## src/hdl/lidar_frame_parser_defines.svh

```systemverilog
// Assertion macros shared by the range-sensor frame parser modules.
`ifndef LIDAR_FRAME_PARSER_DEFINES_SVH
`define LIDAR_FRAME_PARSER_DEFINES_SVH

`ifndef SYNTHESIS

// Same-cycle implication, sampled on clk_i and disabled while in reset.
`define LFP_ASSERT_NOW(lbl, ante, cons, msg) \
  lbl: assert property (@(posedge clk_i) disable iff (!rst_ni) (ante) |-> (cons)) \
    else $error(msg);

// Next-cycle implication, sampled on clk_i and disabled while in reset.
`define LFP_ASSERT_NXT(lbl, ante, cons, msg) \
  lbl: assert property (@(posedge clk_i) disable iff (!rst_ni) (ante) |=> (cons)) \
    else $error(msg);

`else

`define LFP_ASSERT_NOW(lbl, ante, cons, msg)
`define LFP_ASSERT_NXT(lbl, ante, cons, msg)

`endif

`endif

```

## src/hdl/lfp_pkg.sv

```systemverilog
// Constants and types shared by the range-sensor frame parser.
package lfp_pkg;

  localparam int unsigned ByteW = 8;
  localparam int unsigned PosW  = 5;
  localparam int unsigned DistW = 20;

  // Frame marker bytes.
  localparam logic [ByteW-1:0] Hdr0    = 8'hAE;
  localparam logic [ByteW-1:0] Hdr1    = 8'hA7;
  localparam logic [ByteW-1:0] LenAck  = 8'h04;
  localparam logic [ByteW-1:0] LenMeas = 8'h17;
  localparam logic [ByteW-1:0] End0    = 8'hBC;
  localparam logic [ByteW-1:0] End1    = 8'hBE;

  // Byte positions within a frame.
  localparam logic [PosW-1:0] PosHdr0      = 5'd0;
  localparam logic [PosW-1:0] PosHdr1      = 5'd1;
  localparam logic [PosW-1:0] PosLen       = 5'd2;
  localparam logic [PosW-1:0] PosFirstSum  = 5'd3;
  localparam logic [PosW-1:0] PosHi        = 5'd7;
  localparam logic [PosW-1:0] PosLo        = 5'd8;
  localparam logic [PosW-1:0] PosLastSum   = 5'd23;
  localparam logic [PosW-1:0] PosCsum      = 5'd24;
  localparam logic [PosW-1:0] PosEnd0      = 5'd25;
  localparam logic [PosW-1:0] PosEnd1      = 5'd26;

  // Frame kinds as reported on tuser.
  localparam logic KindMeas = 1'b0;
  localparam logic KindAck  = 1'b1;

  // Distance reported for an acknowledge frame and the floor for a measurement.
  localparam logic [DistW-1:0] DistMin = 20'd1;

  // Result of one parser step.
  typedef struct packed {
    logic             valid;
    logic [DistW-1:0] distance;
    logic             frame_kind;
  } lfp_result_t;

endpackage

```

## src/hdl/lfp_core.sv

```systemverilog
// Frame position tracker, checksum and distance calculation for one byte per step.
`include "lidar_frame_parser_defines.svh"

module lfp_core (
  input  logic                       clk_i,
  input  logic                       rst_ni,
  input  logic                       step_i,
  input  logic [lfp_pkg::ByteW-1:0]  byte_i,
  output lfp_pkg::lfp_result_t       res_o
);
  import lfp_pkg::*;

  logic [PosW-1:0]  pos_q, pos_d;
  logic [ByteW-1:0] sum_q, sum_d;
  logic [ByteW-1:0] csum_q, csum_d;
  logic [ByteW-1:0] hi_q, hi_d;
  logic [ByteW-1:0] lo_q, lo_d;
  logic [15:0]      raw_dist;
  logic [DistW-1:0] scaled_dist;
  lfp_result_t      res;

  // Times ten as two shifted adds.
  assign raw_dist    = {hi_q, lo_q};
  assign scaled_dist = {1'b0, raw_dist, 3'b000} + {3'b000, raw_dist, 1'b0};

  // Next state and result for the byte at the current position.
  always_comb begin
    pos_d  = pos_q;
    sum_d  = sum_q;
    csum_d = csum_q;
    hi_d   = hi_q;
    lo_d   = lo_q;
    res    = '{valid: 1'b0, distance: DistMin, frame_kind: KindMeas};
    priority if (pos_q == PosHdr0) begin
      pos_d = (byte_i == Hdr0) ? PosHdr1 : PosHdr0;
    end else if (pos_q == PosHdr1) begin
      pos_d = (byte_i == Hdr1) ? PosLen : PosHdr0;
    end else if (pos_q == PosLen) begin
      pos_d = PosHdr0;
      if (byte_i == LenAck) begin
        res = '{valid: 1'b1, distance: DistMin, frame_kind: KindAck};
      end else if (byte_i == LenMeas) begin
        sum_d = byte_i;
        pos_d = PosFirstSum;
      end
    end else if (pos_q <= PosLastSum) begin
      sum_d = sum_q + byte_i;
      if (pos_q == PosHi) begin
        hi_d = byte_i;
      end
      if (pos_q == PosLo) begin
        lo_d = byte_i;
      end
      pos_d = pos_q + 5'd1;
    end else if (pos_q == PosCsum) begin
      csum_d = byte_i;
      pos_d  = PosEnd0;
    end else if (pos_q == PosEnd0) begin
      pos_d = (byte_i == End0) ? PosEnd1 : PosHdr0;
    end else if (pos_q == PosEnd1) begin
      pos_d = PosHdr0;
      if (byte_i == End1 && csum_q == sum_q) begin
        res.valid    = 1'b1;
        res.distance = (scaled_dist == '0) ? DistMin : scaled_dist;
      end
    end else begin
      pos_d = PosHdr0;
    end
  end

  assign res_o = '{valid: res.valid & step_i, distance: res.distance,
                   frame_kind: res.frame_kind};

  // Frame state advances only on a step.
  always_ff @(posedge clk_i or negedge rst_ni) begin
    if (!rst_ni) begin
      pos_q  <= '0;
      sum_q  <= '0;
      csum_q <= '0;
      hi_q   <= '0;
      lo_q   <= '0;
    end else if (step_i) begin
      pos_q  <= pos_d;
      sum_q  <= sum_d;
      csum_q <= csum_d;
      hi_q   <= hi_d;
      lo_q   <= lo_d;
    end
  end

  `LFP_ASSERT_NOW(a_pos_range, 1'b1, pos_q <= PosEnd1, "Frame position beyond the last byte.")
  `LFP_ASSERT_NOW(a_result_restarts, res_o.valid, pos_d == PosHdr0,
                  "A result did not restart the frame.")
  `LFP_ASSERT_NXT(a_csum_to_end, step_i && pos_q == PosCsum, pos_q == PosEnd0,
                  "Checksum byte not followed by first end mark.")

endmodule

```

## src/hdl/lidar_frame_parser.sv

```systemverilog
// Top level of the range-sensor frame parser with its input and result registers.
//
// Parses a serial byte stream from a range sensor, one received byte per
// input item, looking for 27-byte frames that start with 0xAE 0xA7. A length
// byte of 0x04 yields an acknowledge result (distance 1, tuser 1) at once; a
// length byte of 0x17 starts a measurement frame that must end in 0xBC 0xBE and
// whose 8-bit additive checksum over bytes 2 to 23 must match byte 24. A good
// measurement frame yields the big-endian value of bytes 7 and 8 times ten
// (never below 1), with tuser 0; bad bytes are dropped and the frame restarts.
// The block takes one item per clock cycle while the result register is free or
// being emptied. A result passes from the input register through the parser core
// into the result register once the byte that completes its frame moves on. One
// byte can be accepted while a result waits to be taken.
`include "lidar_frame_parser_defines.svh"

module lidar_frame_parser (
  input  logic        clk_i,
  input  logic        rst_ni,
  input  logic        s_axis_tvalid_i,
  output logic        s_axis_tready_o,
  input  logic [7:0]  s_axis_tdata_i,   // [7:0] rx_byte
  output logic        m_axis_tvalid_o,
  input  logic        m_axis_tready_i,
  output logic [23:0] m_axis_tdata_o,   // [19:0] distance, [23:20] zero
  output logic        m_axis_tuser_o    // [0] frame_kind
);
  import lfp_pkg::*;

  logic             in_valid_q;
  logic [ByteW-1:0] in_byte_q;
  logic             out_valid_q;
  logic [DistW-1:0] out_dist_q;
  logic             out_kind_q;
  logic             advance;
  logic             in_accept;
  lfp_result_t      core_res;

  // The held byte moves on once the result register is free or being emptied.
  assign advance         = in_valid_q && (!out_valid_q || m_axis_tready_i);
  assign s_axis_tready_o = !in_valid_q || advance;
  assign in_accept       = s_axis_tvalid_i && s_axis_tready_o;

  lfp_core u_core (
    .clk_i  (clk_i),
    .rst_ni (rst_ni),
    .step_i (advance),
    .byte_i (in_byte_q),
    .res_o  (core_res)
  );

  // Input register.
  always_ff @(posedge clk_i or negedge rst_ni) begin
    if (!rst_ni) begin
      in_valid_q <= 1'b0;
    end else if (in_accept) begin
      in_valid_q <= 1'b1;
    end else if (advance) begin
      in_valid_q <= 1'b0;
    end
  end

  always_ff @(posedge clk_i) begin
    if (in_accept) begin
      in_byte_q <= s_axis_tdata_i;
    end
  end

  // Result register.
  always_ff @(posedge clk_i or negedge rst_ni) begin
    if (!rst_ni) begin
      out_valid_q <= 1'b0;
    end else if (advance) begin
      out_valid_q <= core_res.valid;
    end else if (m_axis_tready_i) begin
      out_valid_q <= 1'b0;
    end
  end

  always_ff @(posedge clk_i) begin
    if (advance && core_res.valid) begin
      out_dist_q <= core_res.distance;
      out_kind_q <= core_res.frame_kind;
    end
  end

  assign m_axis_tvalid_o = out_valid_q;
  assign m_axis_tdata_o  = {4'b0000, out_dist_q};
  assign m_axis_tuser_o  = out_kind_q;

  `LFP_ASSERT_NOW(a_ack_is_one, m_axis_tvalid_o && m_axis_tuser_o == KindAck,
                  m_axis_tdata_o[19:0] == DistMin, "Acknowledge result is not distance one.")
  `LFP_ASSERT_NOW(a_dist_nonzero, m_axis_tvalid_o, m_axis_tdata_o[19:0] != '0,
                  "Result distance is zero.")
  `LFP_ASSERT_NXT(a_byte_held, in_valid_q && out_valid_q && !m_axis_tready_i,
                  in_valid_q && $stable(in_byte_q), "Held byte lost while output stalled.")

endmodule

```

## config.mk

```make
export PLATFORM = sky130hd
export DESIGN_NAME = lidar_frame_parser
export DESIGN_NICKNAME = d
export VERILOG_FILES = /design/src/hdl/lfp_pkg.sv /design/src/hdl/lfp_core.sv /design/src/hdl/lidar_frame_parser.sv
export VERILOG_INCLUDE_DIRS = /design/src /design/src/hdl
export SDC_FILE = /design/constraint.sdc
export NUM_CORES = 1
export LEC_CHECK = 0
export ABC_AREA = 1
export BUFFER_PORTS_ARGS = -buffer_cell sky130_fd_sc_hd__buf_2
export CORE_MARGIN = 5
export CORE_UTILIZATION = 55
export CTS_CLUSTER_SIZE = 10
export DETAILED_ROUTE_END_ITERATION = 12
export PLACE_DENSITY = 0.75
export SYNTH_ARGS = -nofsm -noshare
export SYNTH_HDL_FRONTEND = slang
export SYNTH_SLANG_ARGS = --single-unit
```

## constraint.sdc

```tcl
create_clock -name clk_i -period 6.2 [get_ports clk_i]
set_clock_uncertainty 0.2 [all_clocks]
set_input_delay 0 -clock clk_i [delete_from_list [all_inputs] [get_ports clk_i]]
set_output_delay 0 -clock clk_i [all_outputs]
set_load 0.05 [all_outputs]
```

==> results.cfg <==
[route]
post_drt_wl_per_cell_um = 13.5
drc = 0
ant_nets = 0
wirelength_mm = 9.52
vias = 3695
drt_iter0_drc = 127
firstDrtPassIters = 4
via_per_inst = 5.23

[power]
p_clk_share_pct = 21.7
combPwrFrac_pct = 48.0
power.density_nw_per_um2 = 458
swShare_pct = 43.3
intPower_mw = 1.27
leakagePower_nw = 2.55
switchingPower_mw = 0.973
ir_drop_v = 0.000244
p_seq_share_pct = 30.3

[setup_path]
critPathRequiredTime_ns = 5.98
path_common_cell = nand2_1
cp_cell_sequence = inv_2, nand2_1, nor2_1, nand2_1, nor4_1, nand3_1, nand2_1, nand2_1, inv_1
worstSetupPathType = reg2reg
rrSetupSlack_ns = 2.94
endpoint_kind = flip-flop
cp-start-kind = flip-flop
worstPathArrival_ns = 3.04
cpPeakStageDelay_ns = 0.66
cp_slowest_cell = nand3_1
critical_path.max_fanout = 21

[cts]
clk_pin_slew_ns = 0.08
clk_latency_ns = 0.36
cts_tree = built
cts_buffer_depth = 2
cts_max_level = 3
cts_made_buffers = 9
cts_root_buf = clkbuf_8
cts.repair.resized = 0
clock_sinks = 68

[grt]
grt_pass1_vias = 3659
grt_max_degree = 40
grt-ovfl-total = 0
antenna_found_initial = 0
grt_pass1_wl_mm = 16.0
grtUsageTotal_pct = 20.3

[synth]
ys_warn_count = 0
synth-seq-area-share_pct = 43.1
synth.largest_area_cell = dfrtp_1
synth_mux_area_share_pct = 0
async_reset_ff_share_pct = 57.4
synth_top_family_by_area = simple AND/OR/NAND/NOR gates
synthCells = 550
synth-edff-count = 29
avgSynthCellArea_um2 = 7.78
ys_top_cells_by_area = dfrtp_1, edfxtp_1, nand2_1, ha_1, inv_1
syn-cell-area_um2 = 4280
synth_compound_area_share_pct = 10.6
yosys.area.top_type_share_pct = 22.8
synthFlopType = dfrtp_1
synth-simple-area-share_pct = 26.8
synth_cell_types = 39
synthAdderAreaFrac_pct = 8.24
ys_ff_latch = 68
synthXorXnorAreaFrac_pct = 1.64

[flow_run]
maxCapViolations = 0

[finish]
synthToLayoutAreaGrowth_pct = 14.5
fin_nets = 638
stdcell_area_um2 = 4900
layout-drive-gt1-share_pct = 11.4
antennaDiodeCount = 0
final_cell_mix = nand2_1, inv_1, nor2_1
final_common_cell = nand2_1

[outcome]
status = finished, final reports clean

[sta]
drv_slew = 0
period_needed_ns = 3.26
setup_viol = 0
finalHoldViolations = 0
tns_ns = 0
fin_crit_sh_pct = 52.6
rsz0062_at_grt = no
slew_headroom_pct = 41.3
max_freq_mhz = 307
worst_pin_slew_ns = 0.878

[placement]
place_hpwl_mm = 7.06
io_buffers = 34
place_congestion = 0.862
placed_area_um2 = 4510

[die]
dieWidth_um = 98.2
rows = 32
die_h_um = 98.2
io_pins = 39
start_util_pct = 56.0
core_um2 = 7650
die_area_um2 = 9650

[min_path]
hold_path_class = in2async
-- worst max-delay path: cells and delay by family (launching register included) --
family	cells	cell delay (ns)
buf+inv	2	0.68
flops	1	0.43
simple gates	7	1.56
-- flip-flops by register name, indices dropped and copies added, names as in the netlist --
register / cells
u_core.csum_q: 8
u_core.hi_q: 8
out_dist_q: 20
in_valid_q: 1
u_core.lo_q: 8
u_core.pos_q: 5
u_core.sum_q: 8
m_axis_tvalid_o: 1
m_axis_tuser_o: 1
in_byte_q: 8
-- worst paths after layout --
path                                                   start                      endpoint  depth (start not counted)
worst min register to register  u_core.csum_q[7]$_DFFE_PN0P_  u_core.csum_q[7]$_DFFE_PN0P_                          2
worst max register to register        in_byte_q[6]$_DFFE_PP_   out_dist_q[7]$_SDFFCE_PP0P_                          9
worst min-delay path                                  rst_ni   u_core.pos_q[3]$_DFFE_PN0P_                          2
worst max-delay path                  in_byte_q[6]$_DFFE_PP_   out_dist_q[7]$_SDFFCE_PP0P_                          9
min in group clk_i                         s_axis_tdata_i[6]        in_byte_q[6]$_DFFE_PP_                          2
max in group asynchronous                             rst_ni   u_core.sum_q[2]$_DFFE_PN0P_                          2
-- timing repair --
action | CTS | global route
setup endpoints to repair | 0 | 0
setup buffers | 0 | 0
hold buffers | 13 | 0
hold endpoints to repair | 57 | 0
-- layer usage --
metal,global-route usage [%],vias to the layer above,routed length [um]
li1,-,1884,-
met5,0,-,0
met3,3.43,20,348
met2,35.2,88,4780
met1,24.5,1703,4160
met4,9.77,0,232
-- cell families after synthesis --
family,Yosys count
AO/OA/AOI/OAI,78
flip-flops,68
XOR/XNOR,8
other,1
adder cells (fa/ha/maj),27
AND/OR/NAND/NOR,269
buffers and inverters,99
-- through the flow --
step                hold WS [ns]  setup WS, ns  power, mW  std cells  utilization (%)
finish                     0.105          2.94       2.25        706             64.1
CTS                        0.116          2.93       2.25        706             64.1
floorplan                 -0.496          3.93       1.52        553                -
global placement         -0.0328          3.05       1.71        677             58.9
detailed placement       -0.0361          2.95       1.74        677             58.9
global route               0.154          2.59       2.44        706             64.1
-- power groups by stage --
stage | logic [mW] | registers, mW | clock network [mW]
floorplan | 0.863 | 0.653 | 0
global placement | 1.03 | 0.682 | 0
detailed placement | 1.05 | 0.686 | 0
CTS | 1.07 | 0.677 | 0.497
global route | 1.23 | 0.692 | 0.512
finish | 1.08 | 0.680 | 0.488
-- cell usage after synthesis (all sizes together), types with 10 or more instances --
master and instances:
nand3 30, edfxtp 29, dfrtp 39, nand2 166, nand4 14, buf 10, o21ai 39, ha 25
inv 87, nor2 43, a21oi 23
-- area by class of cell --
type,instances,area [um^2]
Clock buffer,9,124
Clock inverter,7,139
Sequential cell,68,1850
Fill cell,653,2750
Timing Repair Buffer,47,300
Multi-Input combinational cell,386,2040
Inverter,87,327
Tap cell,102,128
Power figures use the tool's default switching activity.
